$ cat src/design/idcn_pkg.sv
// ----------------------------------------------------------------------------
// idcn_pkg: shared types and constants for the I/Q DC removal, clipping and
// RMS normalization block.
// ----------------------------------------------------------------------------
`default_nettype none
package idcn_pkg;

  localparam int SAMPLE_W = 16;
  localparam int PART_W   = 17;
  localparam int MAG_W    = 18;
  localparam int SUM_W    = 23;
  localparam int ENERGY_W = 42;

  localparam logic [1:0] STATUS_OK       = 2'd0;
  localparam logic [1:0] STATUS_ARG_ERR  = 2'd1;
  localparam logic [1:0] STATUS_DATA_ERR = 2'd2;

  // One stored centered sample, imaginary part in the upper half.
  typedef struct packed {
    logic signed [PART_W-1:0] im;
    logic signed [PART_W-1:0] re;
  } iq_part_t;

  // Request and reply between the sequencer and the shared divider.
  typedef struct packed {
    logic        start;
    logic [63:0] num;
    logic [63:0] den;
  } div_req_t;

  typedef struct packed {
    logic        done;
    logic [63:0] quo;
  } div_rsp_t;

  // Request and reply between the sequencer and the shared root unit.
  typedef struct packed {
    logic        start;
    logic [63:0] arg;
  } sqrt_req_t;

  typedef struct packed {
    logic        done;
    logic [31:0] root;
  } sqrt_rsp_t;

endpackage : idcn_pkg
`default_nettype wire

$ cat src/design/idcn_div.sv
// ----------------------------------------------------------------------------
// idcn_div: unsigned 64 by 64 bit restoring divider, one quotient bit a cycle.
// ----------------------------------------------------------------------------
`default_nettype none
module idcn_div
  import idcn_pkg::*;
(
  input  wire logic     clk,
  input  wire logic     rst,
  input  wire div_req_t req,
  output div_rsp_t      rsp
);

  logic [63:0] quo;
  logic [63:0] rem;
  logic [63:0] den;
  logic [6:0]  cnt;
  logic        busy;
  logic        done;
  logic [64:0] trial;

  // Shift in the next dividend bit and try subtracting the divisor.
  assign trial = {rem, quo[63]} - {1'b0, den};

  always_ff @(posedge clk) begin
    if (rst) begin
      busy <= 1'b0;
      done <= 1'b0;
      cnt  <= '0;
    end else begin
      done <= 1'b0;
      if (req.start) begin
        busy <= 1'b1;
        quo  <= req.num;
        rem  <= '0;
        den  <= req.den;
        cnt  <= 7'd64;
      end else if (busy) begin
        if (trial[64]) begin
          rem <= {rem[62:0], quo[63]};
          quo <= {quo[62:0], 1'b0};
        end else begin
          rem <= trial[63:0];
          quo <= {quo[62:0], 1'b1};
        end
        cnt <= cnt - 7'd1;
        if (cnt == 7'd1) begin
          busy <= 1'b0;
          done <= 1'b1;
        end
      end
    end
  end

  assign rsp.done = done;
  assign rsp.quo  = quo;

endmodule : idcn_div
`default_nettype wire

$ cat config.mk
export PLATFORM = sky130hd
export DESIGN_NAME = idcn_div
export DESIGN_NICKNAME = d
export VERILOG_FILES = /design/src/design/idcn_pkg.sv /design/src/design/idcn_div.sv
export SDC_FILE = /design/constraint.sdc
export NUM_CORES = 1
export LEC_CHECK = 0
export BUFFER_PORTS_ARGS = -buffer_cell sky130_fd_sc_hd__buf_2
export CAP_MARGIN = 30
export CORE_UTILIZATION = 35
export DETAILED_ROUTE_END_ITERATION = 8
export GPL_TIMING_DRIVEN = 1
export PLACE_DENSITY = 0.58
export SLEW_MARGIN = 15
export SYNTH_ARGS = -nofsm -noshare
export SYNTH_HDL_FRONTEND = slang
export SYNTH_SLANG_ARGS = --single-unit
$ cat constraint.sdc
create_clock -name clk -period 9.3 [get_ports clk]
set_input_delay 0.465 -clock clk [delete_from_list [all_inputs] [get_ports clk]]
set_output_delay 0.465 -clock clk [all_outputs]
set_load 0.005 [all_outputs]
==> results.yml <==
status:
  outcome: "finished clean"
layout:
  drive_gt1_frac: 0.2333
  stdcell_count: 1814
  finalInstanceArea_sq_mm: 0.01436
  nets: 1538
  final_cell_mix: "buf_2 (194), edfxtp_1 (192), a21oi_1 (144), o21ai_0 (96), inv_1 (85)"
  postLayoutCoreUtil: 0.4166
  nFillCells: 3370
  syn2layout_area_growth_pct: 17.43
  diodes: 0
  final_common_cell: "buf_2"
sta:
  slew_violations: 0
  max_freq_mhz: 225.0
  final.setup.worst_slack_ns: 4.855
  finalHoldViolCount: 0
  relSlewSlack: 0.4339
  layout_worst_path_cycle_share: 0.4780
  hold_ws_ns: 0.08183
  fin_setup_tns_ns: 0
  rsz0062_at_grt: "no"
  setup_viol: 0
  clock_skew_ns: 0.02026
  tightest_slew_ns: 0.8491
  fin_crit_ns: 4.445
route:
  drtAntennaViolNets: 0
  routedWlPerCell_um: 17.81
  initialDrtViolationCount: 640
  dr_total_vias: 9696
  dr.pass1.iters: 5
  vias_per_cell: 5.345
  drt-total-wl_um: 32320
  drc: 0
global_route:
  grt_pass1_vias: 9927
  grt.total_usage: 0.1813
  use_met3: 0.05283
  grtUsageMet2: 0.3023
  antenna_found_initial: 0
  grt_remaining_overflow: 0
  grt_max_degree: 67
  gr-max-usage-layer: "met2"
  grt_pass1_wl_um: 52220
  use_met1: 0.2316
critical_path:
  cp.arrival_ns: 4.81
  rrSetupSlack_ns: 4.86
  critPathLaunchType: "register"
  cp_max_fo: 35
  worstPathRequired_ns: 9.67
  setup.worst_path.class: "reg2reg"
  worstSetupEndpointType: "register"
synthesis:
  ys_warn_count: 0
  async_flop_share: 0
  syn_area_sq_mm: 0.01223
  synth-seq-area-share: 0.4863
  synth_seq_cells: 201
  syn_inst: 1183
  syn_nets: 1381
  yosysUniqueCellTypes: 72
  synth_top_flop_cell: "edfxtp_1"
  synth-edff-count: 192
  syn_avg_cell_area_sq_um: 10.33
clock_tree:
  h-tree-depth: 1
  cts_root_buf: "clkbuf_16"
  clkSlewWorstSetupHoldPaths_ns: 0.06
  cts_buffer_depth: 3
  cts_inserted_buffers: 26
  cts.sinks: 201
  clk_latency_ns: 0.56
  cts_resized: 0
  cts_setup_buffers: 0
  cts_tree: "built"
  ctsHoldBuffers: 0
die:
  row_count: 68
  core_sq_mm: 0.03446
  start_util: 0.3548
  die_area_sq_mm: 0.03568
  top_level_ports: 196
  die_w_um: 188.9
  chipHeight_um: 188.9
power:
  vdd_drop_max_v: 0.0001513
  p_total_mw: 2.816
  power.leakage_nw: 5.814
  p_per_area_mw_per_mm2: 196.2
place:
  hpwl_um: 23040
  pre_cts_ws_ns: 4.882
  detailed_place.area_sq_mm: 0.01354
  gp_congestion: 0.8537
  place_inst: 1765
  port-buffer-count: 195
min_path:
  min-delay-path-class: "in2reg"
run:
  drv_cap: 0
## final timing paths
check / from / end / depth (start not counted)
worst max-delay path: rem[37] / rem[22] / 12
worst min-delay path: req[52] / den[52] / 1
worst max register to register: rem[37] / rem[22] / 12
worst min register to register: cnt[1] / cnt[1] / 2
## cell type report
| type | instances | area (sq um) | area share |
|---|---|---|---|
| Sequential cell | 201 | 5946 | 0.4142 |
| Multi-Input combinational cell | 822 | 5670 | 0.3950 |
| Timing Repair Buffer | 204 | 1071 | 0.07460 |
| Clock buffer | 37 | 711.9 | 0.04959 |
| Tap cell | 455 | 569.3 | 0.03965 |
| Inverter | 85 | 319.1 | 0.02222 |
| Clock inverter | 10 | 68.82 | 0.004793 |
## routing by layer
layer | vias to the layer above | part of all wire
li1 | 4715 | -
met1 | 4644 | 0.44
met2 | 295 | 0.47
met3 | 42 | 0.073
met4 | 0 | 0.020
met5 | - | 0
## worst max-delay path, cell delays in order, from the launching register on
cell	delay, ns
edfxtp_1	0.38
ha_1	0.46
nand2_1	0.18
or3_1	0.43
nor4_1	0.39
nand2_1	0.09
a211oi_1	0.39
o211ai_2	0.17
nand3_2	0.16
a21o_1	0.69
buf_4	0.53
a21oi_1	0.14
a211oi_1	0.24
## sequential cells by signal (all words and copies together), names as in the netlist
name	cells
done	1
rem	64
busy	1
den	64
quo	64
cnt	7
## power breakdown
part | total [mW] | internal (mW) | switching (mW)
Sequential | 1.13 | 1.09 | 0.0372
Clock | 0.921 | 0.532 | 0.389
Combinational | 0.765 | 0.308 | 0.458
Total | 2.82 | 1.93 | 0.884
## Yosys cell counts, drive strengths merged, types with 2 or more instances
cell | n | area (sq um)
or3 | 11 | 73.82
nor2b | 8 | 50.05
clkbuf | 55 | 206.5
and2 | 4 | 25.02
o31ai | 7 | 57.55
o21ai | 97 | 485.5
nor2 | 42 | 157.7
mux2 | 63 | 709.4
a21oi | 146 | 738.2
nor3 | 13 | 65.06
buf | 20 | 111.4
xnor2 | 35 | 306.5
nor4 | 5 | 31.28
a211oi | 14 | 105.1
nand2b | 3 | 18.77
a221o | 5 | 50.05
o21bai | 16 | 120.1
a31o | 2 | 17.52
inv | 85 | 319.1
o211ai | 8 | 65.06
or4b | 3 | 30.03
nand2 | 66 | 247.7
or2 | 2 | 12.51
o22ai | 2 | 12.51
a31oi | 10 | 62.56
o2111ai | 2 | 17.52
or4 | 2 | 15.01
and3 | 11 | 73.82
a21o | 32 | 240.2
nand4 | 25 | 162.6
a2111oi | 2 | 17.52
nand3 | 59 | 300.3
and4 | 4 | 35.03
xor2 | 22 | 192.7
a211o | 3 | 26.28
o211a | 2 | 20.02
edfxtp | 192 | 5766
ha | 66 | 825.8
a221oi | 3 | 26.28
o21a | 7 | 52.55
dfxtp | 9 | 180.2
## cells by family (layout without fill, tap and decap cells)
kind of cell	count (synthesis)	after routing	synth area share
DFF	201	201	0.4863
adders and majority gates	67	67	0.06918
muxes	64	64	0.05885
and+or+nand+nor	264	264	0.1106
AOI/OAI and AO/OA	370	370	0.1821
xor gates and xnor gates	57	57	0.04083
buffers and inverters	160	336	0.05209
(Power assumes the default switching activity.)
