`config.mk`:
```
export PLATFORM = sky130hd
export DESIGN_NAME = idcn_sqrt
export DESIGN_NICKNAME = d
export VERILOG_FILES = /design/src/design/idcn_pkg.sv /design/src/design/idcn_sqrt.sv
export SDC_FILE = /design/constraint.sdc
export NUM_CORES = 1
export LEC_CHECK = 0
export BUFFER_PORTS_ARGS = -buffer_cell sky130_fd_sc_hd__buf_2
export CORE_MARGIN = 5
export CORE_UTILIZATION = 65
export CTS_CLUSTER_SIZE = 10
export DETAILED_ROUTE_END_ITERATION = 12
export PLACE_DENSITY = 0.95
export SLEW_MARGIN = 20
export SYNTH_ARGS = -nofsm -noshare
export SYNTH_HDL_FRONTEND = slang
export SYNTH_SLANG_ARGS = --single-unit
```
`constraint.sdc`:
```
create_clock -name clk -period 19 [get_ports clk]
set_clock_uncertainty 0.05 [all_clocks]
set_input_delay 2.85 -clock clk [delete_from_list [all_inputs] [get_ports clk]]
set_output_delay 2.85 -clock clk [all_outputs]
set_load 0.01 [all_outputs]
```
`src/design/idcn_pkg.sv`:
```
// ----------------------------------------------------------------------------
// idcn_pkg: shared types and constants for the I/Q DC removal, clipping and
// RMS normalization block.
// ----------------------------------------------------------------------------
`default_nettype none
package idcn_pkg;

  localparam int SAMPLE_W = 16;
  localparam int PART_W   = 17;
  localparam int MAG_W    = 18;
  localparam int SUM_W    = 23;
  localparam int ENERGY_W = 42;

  localparam logic [1:0] STATUS_OK       = 2'd0;
  localparam logic [1:0] STATUS_ARG_ERR  = 2'd1;
  localparam logic [1:0] STATUS_DATA_ERR = 2'd2;

  // One stored centered sample, imaginary part in the upper half.
  typedef struct packed {
    logic signed [PART_W-1:0] im;
    logic signed [PART_W-1:0] re;
  } iq_part_t;

  // Request and reply between the sequencer and the shared divider.
  typedef struct packed {
    logic        start;
    logic [63:0] num;
    logic [63:0] den;
  } div_req_t;

  typedef struct packed {
    logic        done;
    logic [63:0] quo;
  } div_rsp_t;

  // Request and reply between the sequencer and the shared root unit.
  typedef struct packed {
    logic        start;
    logic [63:0] arg;
  } sqrt_req_t;

  typedef struct packed {
    logic        done;
    logic [31:0] root;
  } sqrt_rsp_t;

endpackage : idcn_pkg
`default_nettype wire

```
`src/design/idcn_sqrt.sv`:
```
// ----------------------------------------------------------------------------
// idcn_sqrt: 64 bit integer square root, one result bit a cycle.
// ----------------------------------------------------------------------------
`default_nettype none
module idcn_sqrt
  import idcn_pkg::*;
(
  input  wire logic      clk,
  input  wire logic      rst,
  input  wire sqrt_req_t req,
  output sqrt_rsp_t      rsp
);

  logic [63:0] val;
  logic [63:0] res;
  logic [63:0] bitv;
  logic        busy;
  logic        done;
  logic [63:0] sum;

  assign sum = res + bitv;

  // Digit-by-digit root: each cycle decides one bit of the result.
  always_ff @(posedge clk) begin
    if (rst) begin
      busy <= 1'b0;
      done <= 1'b0;
    end else begin
      done <= 1'b0;
      if (req.start) begin
        busy <= 1'b1;
        val  <= req.arg;
        res  <= '0;
        bitv <= 64'd1 << 62;
      end else if (busy) begin
        if (val >= sum) begin
          val <= val - sum;
          res <= (res >> 1) + bitv;
        end else begin
          res <= res >> 1;
        end
        bitv <= bitv >> 2;
        if (bitv[0]) begin
          busy <= 1'b0;
          done <= 1'b1;
        end
      end
    end
  end

  assign rsp.done = done;
  assign rsp.root = res[31:0];

endmodule : idcn_sqrt
`default_nettype wire

```
==> reports/metrics.yaml <==
status:
  status: "finished clean"
logic_synthesis:
  synth_xor_area_share_pct: 8.72
  yosys_top_cell_by_area: "sky130_fd_sc_hd__edfxtp_1"
  netlist_area_um2: 16000
  synth_compound_area_share_pct: 25.9
  yosys-mux-area-fraction_pct: 0.345
  largest_family_of_logic_cells_by_synthesized_area: "compound AO/OA/AOI/OAI gates"
  synth_enable_flop_cells: 160
  synth.avg_cell_area_um2: 8.45
  synth-adder-area-share_pct: 10.3
  synth-seq-cells: 162
  syn_nets: 2087
  simple_gate_share_of_the_synthesized_area_pct: 19.6
  yosys.area.top_type_share_pct: 30.1
  yosys_warnings: 0
  post-synth-top-count-cell: "sky130_fd_sc_hd__nand2_1"
  yosys-top-cells-area: "sky130_fd_sc_hd__edfxtp_1 (30%), sky130_fd_sc_hd__ha_1 (10%), sky130_fd_sc_hd__xor2_1 (4.9%), sky130_fd_sc_hd__o21ai_0 (4.9%), sky130_fd_sc_hd__nand2_1 (4.8%)"
  synth_cells: 1889
  distinct_cells_synth: 82
  postSynth.topFlopCell: "sky130_fd_sc_hd__edfxtp_1"
  synth_async_sr_flop_share_pct: 0
  synth.cells.most_frequent: "sky130_fd_sc_hd__nand2_1 (206), sky130_fd_sc_hd__nor2_1 (170), sky130_fd_sc_hd__edfxtp_1 (160)"
  synth_seq_area_share_pct: 30.3
routing:
  route.met3.wl_um: 3470
  top_layer_used: "met4"
  drt_first_pass_iters: 6
  met2RoutedLength_um: 21600
  drc_errors: 0
  drt-wirelength-per-cell_um: 20.3
  number_of_routed_nets_with_antenna_violations: 0
  route.detailed.vias_per_inst: 6.81
  wl_met1_um: 17600
  detail_route.iter0.violations: 1750
  vias: 15200
  finalWirelength_um: 45500
sta:
  rsz_0062_raised_after_global_routing: "false"
  tightest_slew_ps: 974
  fin_worst_hold_slack_ps: 463
  final-hold-violation-count: 0
  setup-violations-final: 0
  clock.fmax_mhz: 145
  layout_worst_path_cycle_share_pct: 36.4
  finalCriticalPeriod_ps: 6910
  slew_viols_final: 0
  sum_neg_setup_slack_ps: 0
  maxSlewHeadroom_pct: 34.9
  setup_ws_ps: 12090
grt:
  grt_start_max_net_pins: 110
  grt_remaining_overflow: 0
  grt_pass1_wl_um: 72800
  via_count_of_the_first_global_routing_pass: 14400
  antenna_violations_before_repair: 0
  grt_use_total_pct: 31.5
place:
  dpl.hpwl_um: 33700
  placed_cells_incl_taps: 2204
  gp_routability_congestion: 1.01
  numPortBuffers: 99
  dpl_worst_slack_ps: 12330
cts:
  post-cts-setup-buffers: 0
  post_cts_hold_buffer_count: 0
  cts_tree: "done"
  clock_path_buffers: 2
  h-tree-depth: 4
  cts.root.buffer_cell: "sky130_fd_sc_hd__clkbuf_16"
  clock-sinks: 162
  insertion_delay_ps: 450
  clk_pin_slew_ps: 70
  cts_resized: 0
  cts_buffers: 17
job:
  maxCapViolCount: 0
worst_hold_path:
  min_path_type: "reg2reg"
  worstHoldPathCells: 1
critical_path:
  worstPathArrival_ps: 6940
  worst-path-max-fanout: 64
  start_kind: "register"
  worst_path_largest_cell_delay_ps: 500
  worstSetupPathType: "reg2reg"
  cp_slowest_cell: "sky130_fd_sc_hd__nor4b_1"
  crit_chain: "ha_1 > a31o_2 > a31oi_1 > nor4b_1 > o21ai_0 > a21oi_1 > o211ai_1 > o31ai_1 > a21boi_0 > xor2_1 > ha_1 > a21oi_1 > o21bai_1 > a21oi_1 > o21ai_0 > a221o_1 > a221o_1 > buf_4 > nor2_2 > buf_4 > a21boi_4 > buf_4"
  reg2regPathDepth: 22
  cp_data_required_time_ps: 19020
  critPathCaptureType: "register"
floorplanning:
  design.die.area_um2: 27800
  die_width_um: 167
  core_area_um2: 24200
  num_rows: 57
  die_height_um: 167
  initial_utilization_pct: 65.9
  pin_count: 100
power:
  p_sw_uw: 659
  power.static_leakage_nw: 6.49
  seqPwrFrac_pct: 30.9
  power.density_cell_area_nw_per_um2: 94.6
  switching_share_pct: 41.1
  p_int_uw: 944
  power.share.combinational_pct: 46.1
  power_frac_clock_pct: 23.0
  power.ir.vdd_worst_mv: 0.0507
finish:
  final_net_count: 2097
  fraction_of_layout_instances_using_a_drive_strength_above_1_pct: 9.88
  num-fill-cells: 1944
  area_growth_syn_to_layout_pct: 6.18
  antenna_cells_inserted: 0
  post_layout_nonfiller_instances: 2236
final timing paths:
check                  startpoint                to  slack [ps]
min reg2reg       busy$_SDFF_PP0_   done$_SDFF_PP0_         460
max          res[2]$_SDFFCE_PP0P_  val[8]$_DFFE_PP_       12090
max reg2reg  res[2]$_SDFFCE_PP0P_  val[8]$_DFFE_PP_       12090
min               busy$_SDFF_PP0_   done$_SDFF_PP0_         460
power by group through the flow:
stage	sequential, mW	combinational, mW	clock [mW]
2_1_floorplan	0.485	0.574	0
3_3_place_gp	0.499	0.699	0
3_5_place_dp	0.501	0.718	0
4_1_cts	0.494	0.726	0.369
5_1_grt	0.498	0.810	0.384
6_report	0.495	0.740	0.369
final cells by class:
type | instances | area, um2 | share of cell area, %
Inverter | 40 | 150 | 0.885
Clock buffer | 17 | 425 | 2.51
Sequential cell | 162 | 4840 | 28.6
Clock inverter | 15 | 181 | 1.07
Timing Repair Buffer | 107 | 562 | 3.31
Multi-Input combinational cell | 1571 | 10400 | 61.3
Tap cell | 324 | 405 | 2.39
through the flow:
stage,total power [mW],instance area (um2),utilization (%)
4_1_cts,1.59,17000,69.9
5_1_grt,1.69,17000,69.9
6_report,1.60,17000,69.9
3_3_place_gp,1.20,16400,67.4
3_5_place_dp,1.22,16400,67.4
2_1_floorplan,1.06,16000,-
sequential cells by signal (all words and copies together) (netlist names):
signal and flops:
val 64, res 64, bitv 32, busy 1, done 1
critical path: cells and delay by family, from the launching register on:
kind,cells,cell delay (ps)
flip-flops,1,480
AND/OR/NAND/NOR,2,680
AO/OA/AOI/OAI,14,3250
buffers and inverters,3,980
XOR/XNOR,1,200
adder cells (fa/ha/maj),2,820
per-layer routing:
layer	up-vias	global-route usage [%]
met5	-	0
met4	0	16.3
met3	209	4.36
met2	856	54.0
met1	7086	38.9
li1	7084	-
cell families after synthesis:
kind of cell / count (synthesis)
flip-flops: 162
XOR/XNOR: 159
buffers and inverters: 156
adder cells (fa/ha/maj): 131
AO/OA/AOI/OAI: 616
AND/OR/NAND/NOR: 660
multiplexers: 5
layout by cell type (no fill, tap or decap), types with 10 or more instances in the layout:
cell type	synthesis	final
sky130_fd_sc_hd__ha_1	130	130
sky130_fd_sc_hd__nor3_1	43	43
sky130_fd_sc_hd__edfxtp_1	160	160
sky130_fd_sc_hd__nand2_1	206	206
sky130_fd_sc_hd__o21ai_0	156	156
sky130_fd_sc_hd__nand3_1	39	39
sky130_fd_sc_hd__a211oi_1	22	22
sky130_fd_sc_hd__nor4_1	10	10
sky130_fd_sc_hd__buf_2	7	98
sky130_fd_sc_hd__a31o_2	10	10
sky130_fd_sc_hd__o21bai_1	48	48
sky130_fd_sc_hd__nand2b_1	15	15
sky130_fd_sc_hd__o21a_1	23	23
sky130_fd_sc_hd__xor2_1	90	90
sky130_fd_sc_hd__a211oi_2	19	19
sky130_fd_sc_hd__xnor2_1	69	69
sky130_fd_sc_hd__nor2b_1	48	48
sky130_fd_sc_hd__o31ai_1	11	11
sky130_fd_sc_hd__a31oi_1	59	59
sky130_fd_sc_hd__a21o_1	45	45
sky130_fd_sc_hd__inv_1	39	39
sky130_fd_sc_hd__o211ai_1	12	12
sky130_fd_sc_hd__or3_1	18	18
sky130_fd_sc_hd__a21oi_1	118	118
sky130_fd_sc_hd__clkbuf_16	0	17
sky130_fd_sc_hd__nand4_1	48	48
sky130_fd_sc_hd__and2_1	17	17
sky130_fd_sc_hd__nor2_1	170	169
sky130_fd_sc_hd__and3_1	13	13
No activity file was read; power rests on OpenSTA's default activity.
